===== src/design/rrt_tree_grow_2d_assert.svh =====
// Assertion macros for the tree grower.
// Included by the top level; relies on clk and rst being in scope.
`ifndef RRT_TREE_GROW_2D_ASSERT_SVH
`define RRT_TREE_GROW_2D_ASSERT_SVH

// A condition that must hold at every clock edge outside reset.
`define RRT_ASSERT_HOLD(lbl, cond, msg) \
  lbl: assert property (@(posedge clk) disable iff (rst) (cond)) else $error(msg);

// A trigger that must be followed by a condition in the next cycle.
`define RRT_ASSERT_NEXT(lbl, trig, cond, msg) \
  lbl: assert property (@(posedge clk) disable iff (rst) (trig) |=> (cond)) else $error(msg);

`endif


===== src/design/rrt_pkg.sv =====
// Shared types, codes and constants of the tree grower.
// Used by the top level, rrt_search and rrt_steer; depends on nothing.
package rrt_pkg;

  localparam int MAX_NODES_DEF = 1024;
  localparam int COORD_W = 16;
  localparam int STEP_W = 15;
  localparam int DIFF_W = 18;
  localparam int D2_W = 34;
  localparam int SAMPLE_W = 7;
  localparam int OUT_IDX_W = 10;
  localparam int CFG_IDX_W = 2;

  localparam logic [STEP_W-1:0] STEP_RESET = 15'd512;

  localparam logic KIND_ADD = 1'b0;
  localparam logic KIND_RESTART = 1'b1;

  localparam logic [1:0] STATUS_ADDED = 2'd0;
  localparam logic [1:0] STATUS_FULL = 2'd1;
  localparam logic [1:0] STATUS_RESTART = 2'd2;

  localparam logic [CFG_IDX_W-1:0] CFG_ROOT_X = 2'd0;
  localparam logic [CFG_IDX_W-1:0] CFG_ROOT_Y = 2'd1;
  localparam logic [CFG_IDX_W-1:0] CFG_STEP = 2'd2;

  typedef struct packed {
    logic                kind;
    logic [SAMPLE_W-1:0] sample_x;
    logic [SAMPLE_W-1:0] sample_y;
  } req_t;

  typedef struct packed {
    logic [OUT_IDX_W-1:0]      new_index;
    logic [OUT_IDX_W-1:0]      parent_index;
    logic signed [COORD_W-1:0] new_x;
    logic signed [COORD_W-1:0] new_y;
    logic [1:0]                status;
  } res_t;

  typedef struct packed {
    logic [D2_W-1:0]           d2;
    logic signed [COORD_W-1:0] x;
    logic signed [COORD_W-1:0] y;
  } best_t;

  function automatic logic signed [COORD_W-1:0] sat16(input logic signed [D2_W-1:0] v);
    logic signed [COORD_W-1:0] r;
    if (v > 34'sd32767) begin
      r = 16'sh7fff;
    end else if (v < -34'sd32768) begin
      r = 16'sh8000;
    end else begin
      r = v[COORD_W-1:0];
    end
    return r;
  endfunction

endpackage


===== src/design/rrt_search.sv =====
// Nearest-node scan: a chain of stage cells (read, difference, square, compare).
// Depends on rrt_pkg; reads node coordinates from the node RAM.
module rrt_search #(
  parameter int MAX_NODES = rrt_pkg::MAX_NODES_DEF,
  parameter int IDX_W = $clog2(MAX_NODES),
  parameter int CNT_W = $clog2(MAX_NODES + 1)
) (
  input  logic                             clk,
  input  logic                             rst,
  input  logic                             go,
  input  logic [CNT_W-1:0]                 count,
  input  logic signed [rrt_pkg::DIFF_W-1:0]  sx,
  input  logic signed [rrt_pkg::DIFF_W-1:0]  sy,
  input  logic signed [rrt_pkg::COORD_W-1:0] root_x,
  input  logic signed [rrt_pkg::COORD_W-1:0] root_y,
  output logic [IDX_W-1:0]                 rd_addr,
  input  logic [2*rrt_pkg::COORD_W-1:0]    rd_data,
  output logic                             done,
  output logic [IDX_W-1:0]                 best_idx,
  output rrt_pkg::best_t                   best
);

  logic [CNT_W-1:0] issue_i;
  logic             issuing;
  logic             is_last;

  logic             v1, v2, v3;
  logic             last1, last2, last3;
  logic [IDX_W-1:0] idx1, idx2, idx3;

  logic signed [rrt_pkg::COORD_W-1:0] nx, ny;
  logic signed [rrt_pkg::COORD_W-1:0] nx2, ny2, nx3, ny3;
  logic signed [rrt_pkg::DIFF_W-1:0]  ex2, ey2;
  logic signed [2*rrt_pkg::DIFF_W-1:0] sqx3, sqy3;
  logic [rrt_pkg::D2_W-1:0]           d2;

  assign rd_addr = issue_i[IDX_W-1:0];
  assign is_last = (issue_i == count - CNT_W'(1));

  always_comb begin
    nx = (idx1 == '0) ? root_x : rd_data[2*rrt_pkg::COORD_W-1:rrt_pkg::COORD_W];
    ny = (idx1 == '0) ? root_y : rd_data[rrt_pkg::COORD_W-1:0];
    d2 = rrt_pkg::D2_W'(sqx3[31:0]) + rrt_pkg::D2_W'(sqy3[31:0]);
  end

  always_ff @(posedge clk) begin
    if (rst) begin
      issuing <= 1'b0;
      issue_i <= '0;
      v1 <= 1'b0;
      v2 <= 1'b0;
      v3 <= 1'b0;
      done <= 1'b0;
    end else begin
      if (go) begin
        issuing <= 1'b1;
        issue_i <= '0;
      end else if (issuing) begin
        issue_i <= issue_i + CNT_W'(1);
        if (is_last) begin
          issuing <= 1'b0;
        end
      end
      v1 <= issuing;
      v2 <= v1;
      v3 <= v2;
      done <= v3 && last3;
    end
    idx1 <= issue_i[IDX_W-1:0];
    last1 <= is_last;
    idx2 <= idx1;
    last2 <= last1;
    nx2 <= nx;
    ny2 <= ny;
    ex2 <= sx - rrt_pkg::DIFF_W'(nx);
    ey2 <= sy - rrt_pkg::DIFF_W'(ny);
    idx3 <= idx2;
    last3 <= last2;
    nx3 <= nx2;
    ny3 <= ny2;
    sqx3 <= ex2 * ex2;
    sqy3 <= ey2 * ey2;
    if (v3 && ((idx3 == '0) || (d2 < best.d2))) begin
      best_idx <= idx3;
      best.d2 <= d2;
      best.x <= nx3;
      best.y <= ny3;
    end
  end

endmodule


===== config.mk =====
export PLATFORM = sky130hd
export DESIGN_NAME = rrt_search
export DESIGN_NICKNAME = d
export VERILOG_FILES = /design/src/design/rrt_tree_grow_2d_assert.svh /design/src/design/rrt_pkg.sv /design/src/design/rrt_search.sv
export SDC_FILE = /design/constraint.sdc
export NUM_CORES = 2
export LEC_CHECK = 0
export BUFFER_PORTS_ARGS = -buffer_cell sky130_fd_sc_hd__buf_4
export CAP_MARGIN = 20
export CORE_MARGIN = 4
export CORE_UTILIZATION = 68
export DETAILED_ROUTE_END_ITERATION = 10
export HOLD_SLACK_MARGIN = 0.08
export PLACE_DENSITY = 0.95
export SETUP_SLACK_MARGIN = 0.15
export SYNTH_ARGS = -nofsm -noshare
export SYNTH_HDL_FRONTEND = slang
export SYNTH_SLANG_ARGS = --single-unit

===== constraint.sdc =====
create_clock -name clk -period 12.1 [get_ports clk]
set_input_delay 1.21 -clock clk [delete_from_list [all_inputs] [get_ports clk]]
set_output_delay 1.21 -clock clk [all_outputs]
set_load 0.02 [all_outputs]

* After elaboration in Yosys (flattened, before gate mapping)
Index checks and enable logic that the tools add are counted.
Operators by class: $add $sub $neg 5, $mul 2, $lt $le $gt $ge 1, eq/ne operators 1, multiplexer cells 5, reductions and logical operators 6
Operators by type and width (number):
- 18-bit by 18-bit multiplier with 32-bit output | 2
- 18-bit by 16-bit subtractor with 18-bit output | 2
- 33-bit by 34-bit < comparator with 1-bit output | 1
- 32-bit by 32-bit adder with 33-bit output | 1
- 16-bit 2-to-1 mux | 2
- 10-bit logical NOT | 2
- 11-bit by 1-bit adder with 11-bit output, second input constant | 1
- 11-bit equality test | 1
- 11-bit by 1-bit subtractor with 11-bit output, second input constant | 1
- 1-bit 2-to-1 mux | 3
- 1-bit logical AND | 2
- 2-bit OR reduction | 1
- 1-bit logical OR | 1
Storage, ports and cells: register bits after elaboration 289, input port bits 114, output and inout bits 87, logic and storage cells 44

* Longest topological paths before layout
depth after elaboration 5, depth in mapped cells 26, mapped depth without buffers 24

* Worst setup path before layout
OpenSTA, ideal clock, no wires.
kind reg-to-reg, start register sqx3[19] (netlist bit), end register best[0] (netlist bit), enable pin, setup time 0.533 ns, arrival time 6.840 ns, required time 11.567 ns, setup slack 4.727 ns, cell stages (with the launch flop) 19, path buffers 0, period minus slack after synthesis 7.373 ns, cell sequence dfxtp_1 > ha_1 > a21o_1 > a21o_1 > a221o_1 > a21oi_1 > a31oi_2 > o21a_1 > a21o_1 > xor2_1 > ha_1 > nor2b_1 > o21ai_0 > nand2b_1 > a21oi_1 > nor2b_1 > o21ai_0 > a31oi_1 > a21oi_1
Between the ends: longest elaborated chain between the ends 4
RTL lines:
- from (decl) | line rrt_search.sv:34 | logic signed [2*rrt_pkg::DIFF_W-1:0] sqx3, sqy3;
- from (signal assigned) | line rrt_search.sv:81 | sqx3 <= ex2 * ex2;
- 32-bit by 32-bit adder with 33-bit output | line rrt_search.sv:43 | d2 = rrt_pkg::D2_W'(sqx3[31:0]) + rrt_pkg::D2_W'(sqy3[31:0]);
- via d2, one bit | line rrt_search.sv:35 | logic [rrt_pkg::D2_W-1:0] d2;
- 33-bit by 34-bit < comparator with 1-bit output | line rrt_search.sv:83 | if (v3 && ((idx3 == '0) || (d2 < best.d2))) begin
- 1-bit logical OR | line rrt_search.sv:83
- 1-bit logical AND | line rrt_search.sv:83
- to (decl) | line rrt_search.sv:20 | output rrt_pkg::best_t best
The timed path passes the listed nets, and every way through them passes these cells. A chain may end at the register's enable or synchronous reset.

* Worst setup path after layout
start register ey2[6] (netlist bit), end register sqy3[30] (netlist bit)
Between the ends: longest elaborated chain between the ends 1
RTL lines:
- from (decl) | line rrt_search.sv:33 | logic signed [rrt_pkg::DIFF_W-1:0] ex2, ey2;
- from (signal assigned) | line rrt_search.sv:76 | ey2 <= sy - rrt_pkg::DIFF_W'(ny);
- 18-bit by 18-bit multiplier with 32-bit output | line rrt_search.sv:82 | sqy3 <= ey2 * ey2;
- to (signal assigned) | line rrt_search.sv:82
- to (decl) | line rrt_search.sv:34
Every way passes these cells.

==> metrics.cfg <==
[critical_path]
required_ns = 12.62
cpPeakStageDelay_ns = 0.97
crit_chain = nand2_1 -> fa_1 -> inv_1 -> fa_1 -> fa_1 -> fa_1 -> fa_1 -> inv_1 -> fa_1 -> inv_1 -> ha_1 -> a21oi_1 -> o21ai_1 -> o21ai_0 -> a21oi_1 -> o41ai_2 -> o2111ai_1 -> a31o_2 -> a21oi_1 -> xnor2_1
worstSetupEndpointType = flop
r2r_end = sqy3[30]
path_common_cell = fa_1
worstPathArrival_ns = 8.03
path_class = flop to flop
cp.buffers_inverters = 3
startpoint = ey2[6]
crit_family = adder cells
critPathLaunchType = flop
r2r-start = ey2[6]
r2r_cells = 20
slowest_stage = dfxtp_1
path_max_fanout = 20
r2r_slack_ns = 4.59

[cells_and_area]
nets = 4236
num_antenna_cells = 0
nFillCells = 2474
area_growth_pct = 9.73
final_cell_area_um2 = 33900
post-route-util_pct = 76.1
drive_gt1_share_pct = 8.47

[clocking]
cts.htree.levels = 1
cts_tree = yes
cts_buffer_depth = 3
cts_resized = 0
ctsHoldBuffers = 0
postCtsSetupBuffers = 0
path_clk_slew_ns = 0.07
cts_root_buf = clkbuf_16
clock_latency_ns = 0.59
cts-buffers-inserted = 30
cts_num_sinks = 286

[detailed_routing]
drc = 0
vias_per_cell = 5.87
highest_layer = met4
wl_met1_um = 27500
dr_wl_met2_um = 40500
initialDrtViolationCount = 2067
routed_wirelength_um = 81800
ant_nets = 0
wl_met3_um = 8140
via_count = 23000
dr.pass1.iters = 6
routedWlPerCell_um = 20.9

[synthesis]
synthAdderAreaFrac_pct = 46.6
synth-xor-area-share_pct = 4.57
yosysMostFrequentCell = inv_1
syn_avg_cell_area_um2 = 9.85
yosysWarnings = 0
synth.area.mux_share_pct = 1.21
yosysTopAreaCell = fa_1
yosys.area.top_type_share_pct = 34.8
synth_top_flop_cell = dfxtp_1
synth.area.top_cells = fa_1 (35%), dfxtp_1 (14%), ha_1 (12%)
ys_async_sr_fraction_pct = 0
netlist_area_um2 = 30900
syn_inst = 3132
ys_seq_elements = 286
synth_nets = 4073
synth_edf_count = 75
synth_cell_types = 68
seq_area_frac_synth_pct = 21.0
synth_compound_area_share_pct = 5.64
yosys-top-cells-count = inv_1 (854), fa_1 (537), ha_1 (290)
synth_top_family_by_area = adder cells
yosys.area_share.simple_pct = 9.60

[global_routing]
grt_pass1_wl_um = 131000
grt_max_degree = 54
grt_pass1_vias = 25900
antenna_found_initial = 2
grt_util_all_layers_pct = 33.5
grt_overflow = 0

[worst_hold_path]
holdPathEnd = nx3[9]
whs_path_depth = 0
worstHoldStart = nx2[9]
hp-class = flop to flop

[timing]
final.min_clock_period_ns = 7.51
fin_tns_setup_ns = 0
finalHoldViolCount = 0
timing.slew.headroom_pct = 34.4
tightest_slew_ns = 0.982
fmax_mhz = 133
clock_skew_ns = 0.0113
slew_viol_final = 0
min_period_over_period_pct = 62.0
fin_ws_ns = 4.59
setup_viol = 0
rsz0062_at_grt = false

[placed_design]
post_dp_cell_area_um2 = 32800
dp_slack_ns = 5.18
gp_congestion = 0.934
io_buffer_count = 199
hpwl_um = 61200

[run_status]
outcome = finished clean

[die]
start_util_pct = 69.3
dieWidth_um = 221
rows = 77
ios = 201
dieArea_um2 = 48800
die_h_um = 221
core_um2 = 44500

[run]
drv_cap = 0

[metal layers]
layer | vias up | track usage [%]
met5 | - | 0
met4 | 0 | 18.1
met3 | 491 | 7.66
met2 | 1517 | 58.5
met1 | 11200 | 38.4
li1 | 9758 | -
[cells by family (layout without fill, tap and decap cells)]
kind of cell	count (synthesis)	count (layout)
buf+inv	925	1112
fa+ha+maj	827	827
simple gates	633	633
flops	286	286
compound gates	262	262
xor+xnor	161	161
mux	37	37
other cells	1	1
[area by class of cell]
type / count / area, um^2 / share of cell area (%)
Clock buffer: 36 / 847 / 2.50
Clock inverter: 20 / 190 / 0.562
Timing Repair Buffer: 202 / 1520 / 4.48
Tap cell: 592 / 741 / 2.19
Sequential cell: 286 / 6480 / 19.1
Multi-Input combinational cell: 1921 / 20900 / 61.7
Inverter: 854 / 3210 / 9.47
[per-stage QoR]
stage,hold WS [ns],instances
after floorplan,0.310,3132
after global placement,0.310,3855
after detailed placement,0.312,3855
after CTS,0.327,3911
after global routing,0.330,3911
final,0.326,3911
[registers in the layout, summed over array words and instances (netlist names), 18 cells and up]
register / cells
ey2: 18
sqy3: 31
best: 65
ex2: 18
sqx3: 31
[how the worst max path moves through the flow]
| stage | depth (start not counted) | to |
|---|---|---|
| after floorplan | 18 | best[0] |
| after global placement | 22 | sqx3[31] |
| after detailed placement | 21 | sqy3[31] |
| after CTS | 22 | sqy3[30] |
| after global routing | 20 | sqy3[30] |
| final | 20 | sqy3[30] |
[layout by cell type, fill, tap and decap left out, types with 8 or more instances in the layout]
cell type  count
nor4_1         8
and2_1        86
nor3_1        26
nor2_1       138
o21ai_0       45
mux2i_1       35
or2_2          8
o21a_1        14
xnor2_1      119
a21oi_1       77
ha_1         290
nand3_1       19
fa_1         537
xor2_1        42
nor2b_1       30
a211oi_1      11
or3_1         11
nand4_1       13
buf_4        202
dfxtp_1      211
clkbuf_16     33
a21o_1        41
edfxtp_1      75
nand2_1      251
nand2b_1      24
inv_1        854
a31oi_1        9
Power is not shown: default switching activity piles up to over one toggle a cycle in this logic, so the estimate is an artifact.
