==> config.mk <==
export PLATFORM = sky130hd
export DESIGN_NAME = rrt_steer
export DESIGN_NICKNAME = d
export VERILOG_FILES = /design/src/design/rrt_tree_grow_2d_assert.svh /design/src/design/rrt_pkg.sv /design/src/design/rrt_steer.sv
export SDC_FILE = /design/constraint.sdc
export NUM_CORES = 2
export LEC_CHECK = 0
export BUFFER_PORTS_ARGS = -buffer_cell sky130_fd_sc_hd__buf_2
export CORE_MARGIN = 5
export CORE_UTILIZATION = 36
export DETAILED_ROUTE_END_ITERATION = 10
export GPL_TIMING_DRIVEN = 1
export HOLD_SLACK_MARGIN = 0.1
export SLEW_MARGIN = 10
export SYNTH_ARGS = -nofsm -noshare
export SYNTH_HDL_FRONTEND = slang
export SYNTH_SLANG_ARGS = --single-unit
==> constraint.sdc <==
create_clock -name clk -period 15.3 [get_ports clk]
set_input_delay 3.825 -clock clk [delete_from_list [all_inputs] [get_ports clk]]
set_output_delay 3.825 -clock clk [all_outputs]
set_load 0.01 [all_outputs]
==> src/design/rrt_tree_grow_2d_assert.svh <==
// Assertion macros for the tree grower.
// Included by the top level; relies on clk and rst being in scope.
`ifndef RRT_TREE_GROW_2D_ASSERT_SVH
`define RRT_TREE_GROW_2D_ASSERT_SVH

// A condition that must hold at every clock edge outside reset.
`define RRT_ASSERT_HOLD(lbl, cond, msg) \
  lbl: assert property (@(posedge clk) disable iff (rst) (cond)) else $error(msg);

// A trigger that must be followed by a condition in the next cycle.
`define RRT_ASSERT_NEXT(lbl, trig, cond, msg) \
  lbl: assert property (@(posedge clk) disable iff (rst) (trig) |=> (cond)) else $error(msg);

`endif

==> src/design/rrt_pkg.sv <==
// Shared types, codes and constants of the tree grower.
// Used by the top level, rrt_search and rrt_steer; depends on nothing.
package rrt_pkg;

  localparam int MAX_NODES_DEF = 1024;
  localparam int COORD_W = 16;
  localparam int STEP_W = 15;
  localparam int DIFF_W = 18;
  localparam int D2_W = 34;
  localparam int SAMPLE_W = 7;
  localparam int OUT_IDX_W = 10;
  localparam int CFG_IDX_W = 2;

  localparam logic [STEP_W-1:0] STEP_RESET = 15'd512;

  localparam logic KIND_ADD = 1'b0;
  localparam logic KIND_RESTART = 1'b1;

  localparam logic [1:0] STATUS_ADDED = 2'd0;
  localparam logic [1:0] STATUS_FULL = 2'd1;
  localparam logic [1:0] STATUS_RESTART = 2'd2;

  localparam logic [CFG_IDX_W-1:0] CFG_ROOT_X = 2'd0;
  localparam logic [CFG_IDX_W-1:0] CFG_ROOT_Y = 2'd1;
  localparam logic [CFG_IDX_W-1:0] CFG_STEP = 2'd2;

  typedef struct packed {
    logic                kind;
    logic [SAMPLE_W-1:0] sample_x;
    logic [SAMPLE_W-1:0] sample_y;
  } req_t;

  typedef struct packed {
    logic [OUT_IDX_W-1:0]      new_index;
    logic [OUT_IDX_W-1:0]      parent_index;
    logic signed [COORD_W-1:0] new_x;
    logic signed [COORD_W-1:0] new_y;
    logic [1:0]                status;
  } res_t;

  typedef struct packed {
    logic [D2_W-1:0]           d2;
    logic signed [COORD_W-1:0] x;
    logic signed [COORD_W-1:0] y;
  } best_t;

  function automatic logic signed [COORD_W-1:0] sat16(input logic signed [D2_W-1:0] v);
    logic signed [COORD_W-1:0] r;
    if (v > 34'sd32767) begin
      r = 16'sh7fff;
    end else if (v < -34'sd32768) begin
      r = 16'sh8000;
    end else begin
      r = v[COORD_W-1:0];
    end
    return r;
  endfunction

endpackage

==> src/design/rrt_steer.sv <==
// Steer unit: bit-serial square root, one multiply, two serial divides, saturation.
// Depends on rrt_pkg; started by the top level once the nearest node is known.
module rrt_steer (
  input  logic                               clk,
  input  logic                               rst,
  input  logic                               go,
  input  rrt_pkg::best_t                     best,
  input  logic signed [rrt_pkg::DIFF_W-1:0]  sx,
  input  logic signed [rrt_pkg::DIFF_W-1:0]  sy,
  input  logic [rrt_pkg::STEP_W-1:0]         step_size,
  output logic                               done,
  output logic signed [rrt_pkg::COORD_W-1:0] new_x,
  output logic signed [rrt_pkg::COORD_W-1:0] new_y
);

  typedef enum logic [2:0] {S_IDLE, S_SQRT, S_MUL, S_DIV, S_FIN} state_t;

  state_t state;

  logic [rrt_pkg::D2_W-1:0] v, res, bitm;
  logic [rrt_pkg::D2_W:0]   trial_sq;
  logic [16:0]              norm;
  logic signed [rrt_pkg::DIFF_W-1:0] dx, dy;
  logic signed [33:0]       numx, numy;
  logic [31:0]              qx, qy;
  logic [16:0]              remx, remy;
  logic [17:0]              tx, ty;
  logic                     negx, negy;
  logic [4:0]               cnt;
  logic signed [32:0]       offx, offy;
  logic signed [rrt_pkg::D2_W-1:0] sumx, sumy;

  always_comb begin
    trial_sq = {1'b0, res} + {1'b0, bitm};
    numx = $signed({1'b0, step_size}) * dx;
    numy = $signed({1'b0, step_size}) * dy;
    tx = {remx, qx[31]};
    ty = {remy, qy[31]};
    offx = negx ? -$signed({1'b0, qx}) : $signed({1'b0, qx});
    offy = negy ? -$signed({1'b0, qy}) : $signed({1'b0, qy});
    sumx = rrt_pkg::D2_W'(best.x) + rrt_pkg::D2_W'(offx);
    sumy = rrt_pkg::D2_W'(best.y) + rrt_pkg::D2_W'(offy);
  end

  always_ff @(posedge clk) begin
    if (rst) begin
      state <= S_IDLE;
      done <= 1'b0;
    end else begin
      done <= 1'b0;
      unique case (state)
        S_IDLE: begin
          if (go) begin
            v <= best.d2;
            res <= '0;
            bitm <= rrt_pkg::D2_W'(1) << (rrt_pkg::D2_W - 2);
            dx <= sx - rrt_pkg::DIFF_W'(best.x);
            dy <= sy - rrt_pkg::DIFF_W'(best.y);
            state <= S_SQRT;
          end
        end
        S_SQRT: begin
          if ({1'b0, v} >= trial_sq) begin
            v <= v - trial_sq[rrt_pkg::D2_W-1:0];
            res <= (res >> 1) + bitm;
          end else begin
            res <= res >> 1;
          end
          bitm <= bitm >> 2;
          if (bitm[0] || bitm[1]) begin
            state <= S_MUL;
          end
        end
        S_MUL: begin
          norm <= res[16:0];
          negx <= numx[33];
          negy <= numy[33];
          qx <= numx[33] ? 32'(-numx) : numx[31:0];
          qy <= numy[33] ? 32'(-numy) : numy[31:0];
          remx <= '0;
          remy <= '0;
          cnt <= '0;
          if (res == '0) begin
            new_x <= best.x;
            new_y <= best.y;
            done <= 1'b1;
            state <= S_IDLE;
          end else begin
            state <= S_DIV;
          end
        end
        S_DIV: begin
          if (tx >= {1'b0, norm}) begin
            remx <= 17'(tx - {1'b0, norm});
            qx <= {qx[30:0], 1'b1};
          end else begin
            remx <= tx[16:0];
            qx <= {qx[30:0], 1'b0};
          end
          if (ty >= {1'b0, norm}) begin
            remy <= 17'(ty - {1'b0, norm});
            qy <= {qy[30:0], 1'b1};
          end else begin
            remy <= ty[16:0];
            qy <= {qy[30:0], 1'b0};
          end
          cnt <= cnt + 5'd1;
          if (cnt == 5'd31) begin
            state <= S_FIN;
          end
        end
        S_FIN: begin
          new_x <= rrt_pkg::sat16(sumx);
          new_y <= rrt_pkg::sat16(sumy);
          done <= 1'b1;
          state <= S_IDLE;
        end
        default: state <= S_IDLE;
      endcase
    end
  end

endmodule
; ---- Word-level counts from Yosys, hierarchy flattened
; Index checks and enable logic that the tools add are counted.
[op_classes]
eq_ne = 10
n_reduce_logical = 13
mux = 36
n_lt_le_gt_ge = 7
n_addsub = 14
bitwise_logic = 1
mul = 2
[ops]
columns = cell, n
row1 = $pmux W34 S2, 3
row2 = $mux W34, 5
row3 = $pmux W32 S2, 2
row4 = $mux W16, 6
row5 = $add A16 B33 Y34, 2
row6 = $gt A34 B16 Y1 const B, 2
row7 = $lt A34 B16 Y1 const B, 2
row8 = $mul A16 B18 Y34, 2
row9 = $pmux W17 S2, 2
row10 = $mux W33, 2
row11 = $neg A32 Y33, 2
row12 = $mux W32, 2
row13 = $neg A32 Y32, 2
row14 = $pmux W16 S2, 2
row15 = $ge A18 B17 Y1, 2
row16 = $sub A18 B16 Y18, 2
row17 = $add A34 B34 Y35, 1
row18 = $ge A34 B35 Y1, 1
row19 = $add A33 B34 Y34, 1
row20 = $logic_not A34 Y1, 1
row21 = $mux W17, 2
row22 = $sub A17 B17 Y17, 2
row23 = $sub A34 B34 Y34, 1
row24 = $pmux W3 S4, 1
row25 = other kinds (18), 33
[totals]
in_bits = 120
wordCells = 100
regBits = 296
out_inout_bits = 33

; ---- Logic depth before layout (Yosys ltp)
[depth]
ltp_word = 7
ltp_mapped = 31
ltp_nobuf = 27

; ---- Worst setup path after synthesis
; OpenSTA, ideal clock, no wires.
[synth_timing]
path_kind = input-to-reg
start = in rst
end = reg v[0] (netlist name), enable pin
path_slack_ps = 3282
stages = 2
t_required_ps = 14823
t_arrival_ps = 11541
n_path_buf = 0
setup_ps = 477
cell_sequence = nor4_1 -> a21boi_0
[synth_via]
elab_chain_cells = 2
[synth_rtl]
columns = element, line_no
row1 = "start, declared", rrt_steer.sv:5  ; input logic rst,
row2 = $not A1 Y1 (no source line), --
row3 = $reduce_and A4 Y1 (no source line), --
row4 = "end signal, assigned", rrt_steer.sv:54  ; v <= best.d2;
row5 = "end signal, assigned", rrt_steer.sv:64  ; v <= v - trial_sq[rrt_pkg::D2_W-1:0];
row6 = "end, declared", rrt_steer.sv:20  ; logic [rrt_pkg::D2_W-1:0] v, res, bitm;
; No other way between the ends.
; A chain may end at the register's enable or synchronous reset.

; ---- Worst setup path in the final report
[layout_timing]
start = in step_size[1] (netlist name)
end = reg qx[22] (data pin)
[layout_via]
elab_chain_cells = 4
[layout_rtl]
columns = element, line_no
row1 = "start, declared", rrt_steer.sv:10  ; input logic [rrt_pkg::STEP_W-1:0] step_size,
row2 = $mul A16 B18 Y34 *, rrt_steer.sv:35  ; numx = $signed({1'b0, step_size}) * dx;
row3 = $neg A32 Y32, rrt_steer.sv:78  ; qx <= numx[33] ? 32'(-numx) : numx[31:0];
row4 = $mux W32 *, rrt_steer.sv:78
row5 = $pmux W32 S2 *, rrt_steer.sv:51  ; unique case (state)
row6 = "end signal, assigned", rrt_steer.sv:78
row7 = "end signal, assigned", rrt_steer.sv:95  ; qx <= {qx[30:0], 1'b1};
row8 = "end signal, assigned", rrt_steer.sv:98  ; qx <= {qx[30:0], 1'b0};
row9 = "end, declared", rrt_steer.sv:25  ; logic [31:0] qx, qy;
; Every way passes the cells marked *; elsewhere a longest branch is shown, timed or not.

==> results by group <==
Placement
  • Port bufs: 152
  • Dpl cell area: 0.0478 mm2
  • Post-DP HPWL: 98400 um
  • Gpl congestion: 0.871

Global route
  • Initial antenna violation count: 5
  • Global-route wire length before repair: 200000 um
  • Largest net degree at the start of global routing: 77
  • GRT Total Usage: 0.187
  • Total grt overflow: 0
  • Vias in the first global route: 36.6k

Run
  • Maxcap violations: 0

Worst setup path
  • Most frequent CP cell: fa_1
  • WP data arrival: 11.90 ns
  • Critical path launch point type: primary input
  • Reg2reg end: qy[18]
  • Largest stage delay, worst path: 0.89 ns
  • Max FO, Critical Path: 36
  • FF-to-FF Start: dy[7]
  • Worst Path Class, Setup: in -> reg
  • Worst-case reg-to-reg path depth: 25
  • Worst EP required: 15.67 ns
  • CP cell instances: buf_2 -> nand2_1 -> inv_1 -> fa_1 -> inv_1 -> fa_1 -> inv_1 -> fa_1 -> fa_1 -> fa_1 -> inv_1 -> fa_1 -> inv_1 -> ha_1 -> and3_1 -> and3_1 -> a32o_1 -> o21ai_0 -> a31oi_1 -> mux2i_1 -> nor2_2 -> o21ai_0 -> xnor2_1 -> mux2_2
  • R2R setup slack: 6.87 ns
  • Worst setup EP type: register
  • Crit-path slowest cell: nor2_2

STA
  • Slew HR: 0.269
  • Final Hold Viols: 0
  • Worst Skew: 0.0351 ns
  • Period utilization: 0.754
  • Tmin final: 11.54 ns
  • Final Max Slew Viols: 0
  • RSZ-0062 raised after global routing: no
  • Fmax: 86.7 MHz
  • Worst slew pin tran: 1.10 ns
  • Setup_tns: 0 ns
  • Final setup fails: 0

Die
  • Die area: 0.133 mm2
  • Std cell rows: 130
  • Ports: 153
  • Core outline area: 0.126 mm2
  • DIE WIDTH: 365 um
  • Initial Util: 0.362
  • Die Ht: 365 um

Detailed routing
  • TritonRoute pass-1 iters: 6
  • DRC Markers: 0
  • Violation count after the first detailed-route iteration: 2107
  • Via density per instance: 5.23
  • Post-route ant nets: 0
  • Total wire length: 124000 um
  • Total number of vias: 35.9k
  • Per-cell routed wire length: 18.1 um

Clocking
  • Inserted Clock Buffers: 40
  • Post-cts resize count: 0
  • Root buffer cell: clkbuf_16
  • Hold buffer count at CTS: 0
  • Clock slew at reported path FFs: 0.06 ns
  • Clk buf depth: 3
  • H-tree levels: 2
  • Clk sinks: 279
  • CTS tree: built
  • Worst-skew pair later-pin latency: 0.62 ns
  • Postcts setup bufs: 0

Synth
  • Net Count, Synth: 6193
  • YS warnings: 0
  • Library cells used by synthesis: 87
  • Post-synth design cell area: 0.0454 mm2
  • Cell count after synthesis: 5140
  • Avg Inst Size Synth: 8.84 um2
  • Number of synthesized flops with an enable pin: 275
  • Flop and latch count out of synthesis: 279
  • Async SR Flop Fraction: 0
  • Synth Flop Type: edfxtp_1
  • Register area share after synthesis: 0.184

Cells and area
  • Final instance area: 0.0492 mm2
  • Share of layout cells above drive strength 1: 0.0624
  • Core Util, Final: 0.392
  • Final net count: 6230
  • Area growth syn-to-layout: 8.31%

Run status
  • Status: completed

Min path
  • Hold path startpoint: res[0]
  • Hold path cells: 0
  • Hold Path Sink: norm[0]
  • Hold Path Class: reg -> reg
through the flow:
step	hold slack [ns]	setup WS (ns)	cells
final	0.572	3.76	6862
after global routing	0.572	3.23	6858
after CTS	0.569	3.83	6858
after detailed placement	0.515	3.16	6785
after global placement	0.511	3.26	6785
after floorplan	0.455	3.28	5140
state kept, by name, indices dropped and copies added, names as in the netlist:
name,cells
cnt,5
bitm,17
dx,18
negx,1
remy,17
qy,32
qx,32
dy,18
new_x,16
state,3
negy,1
res,34
remx,17
v,34
new_y,16
done,1
norm,17
placed cells by master (no fill, tap or decap), types with 26 or more instances in the layout:
cell         n
and3_1      47
buf_2      152
a211oi_1    48
or3_1       35
o21ai_0    221
edfxtp_1   275
o31ai_1     42
a21o_1      83
xor2_1     108
nor3_1      52
o22ai_1     26
o21bai_1    29
mux2i_1     31
a21oi_1    250
nand2_1    543
o211ai_1    27
nand2b_1    36
nor2_1     297
nor2b_1     37
a31oi_1     55
xnor2_1    243
and2_1     292
ha_1       382
nand4_1     31
fa_1       551
inv_1      786
nand3_1     75
buf_4       31
o21a_1      41
clkbuf_16   40
routing by layer:
| layer | wire length (um) | up-vias | GRT usage |
|---|---|---|---|
| li1 | - | 17200 | - |
| met1 | 57300 | 17700 | 0.259 |
| met2 | 56000 | 780 | 0.300 |
| met3 | 7730 | 160 | 0.0392 |
| met4 | 3210 | 6 | 0.0448 |
| met5 | 41 | - | 0 |
area by class of cell:
type | count | area, um2
Fill cell | 12600 | 76400
Multi-Input combinational cell | 3886 | 33500
Sequential cell | 279 | 8340
Inverter | 787 | 2950
Tap cell | 1650 | 2060
Clock buffer | 43 | 1010
Timing Repair Buffer | 183 | 993
Clock inverter | 30 | 362
Antenna cell | 4 | 10.0
cells in the mapped netlist (7+ instances only):
| master | count | area (um2) |
|---|---|---|
| inv_1 | 787 | 2950 |
| fa_1 | 551 | 11000 |
| nand2_1 | 543 | 2040 |
| ha_1 | 382 | 4780 |
| nor2_1 | 298 | 1120 |
| and2_1 | 293 | 1830 |
| edfxtp_1 | 275 | 8260 |
| a21oi_1 | 250 | 1250 |
| xnor2_1 | 243 | 2130 |
| o21ai_0 | 221 | 1110 |
| clkbuf_1 | 183 | 687 |
| xor2_1 | 108 | 946 |
| a21o_1 | 83 | 623 |
| nand3_1 | 75 | 375 |
| a31oi_1 | 57 | 357 |
| nor3_1 | 52 | 260 |
| a211oi_1 | 48 | 360 |
| and3_1 | 48 | 300 |
| o31ai_1 | 42 | 315 |
| o21a_1 | 41 | 308 |
| nor2b_1 | 38 | 238 |
| nand2b_1 | 36 | 225 |
| or3_1 | 35 | 219 |
| mux2i_1 | 31 | 310 |
| nand4_1 | 31 | 194 |
| o21bai_1 | 29 | 218 |
| o211ai_1 | 27 | 203 |
| nor4_1 | 26 | 163 |
| o22ai_1 | 26 | 163 |
| a21boi_0 | 22 | 165 |
| a31o_2 | 19 | 166 |
| or2_2 | 17 | 106 |
| or4_1 | 16 | 120 |
| o22a_1 | 15 | 131 |
| o41ai_1 | 14 | 123 |
| o2111ai_1 | 11 | 96.3 |
| and4_1 | 10 | 87.6 |
| nand3b_1 | 10 | 75.1 |
| nor4b_1 | 10 | 87.6 |
| o311ai_0 | 10 | 87.6 |
| a2111oi_0 | 9 | 78.8 |
| o211a_1 | 8 | 80.1 |
| mux2_2 | 7 | 78.8 |
| nand4b_1 | 7 | 61.3 |
critical path: cells and delay by family:
kind,cells,cell delay [ns]
compound gates,4,0.89
xor+xnor,1,0.19
fa+ha+maj,7,3.36
buf+inv,6,1.59
mux,2,0.52
simple gates,4,1.47
worst max path at each step:
stage / slack [ns] / startpoint / cells past startpoint / to
2_1_floorplan: 3.28 / rst / 2 / v[0]
3_3_place_gp: 3.26 / step_size[1] / 24 / qx[14]
3_5_place_dp: 3.16 / step_size[1] / 24 / qx[14]
4_1_cts: 3.83 / step_size[1] / 24 / qx[14]
5_1_grt: 3.23 / step_size[1] / 24 / qx[14]
6_report: 3.76 / step_size[1] / 24 / qx[22]
cell families (layout without fill, tap and decap cells):
group	Yosys count	after routing	share of synthesized area
muxes	38	38	0.00857
and+or+nand+nor	1577	1577	0.171
buffers and inverters	975	1043	0.0807
other	0	4	0
AOI/OAI and AO/OA	987	987	0.140
DFF	279	279	0.184
adders and majority gates	933	933	0.348
xor gates and xnor gates	351	351	0.0677
Power is not shown: default switching activity piles up to over one toggle a cycle in this logic, so the estimate is an artifact.
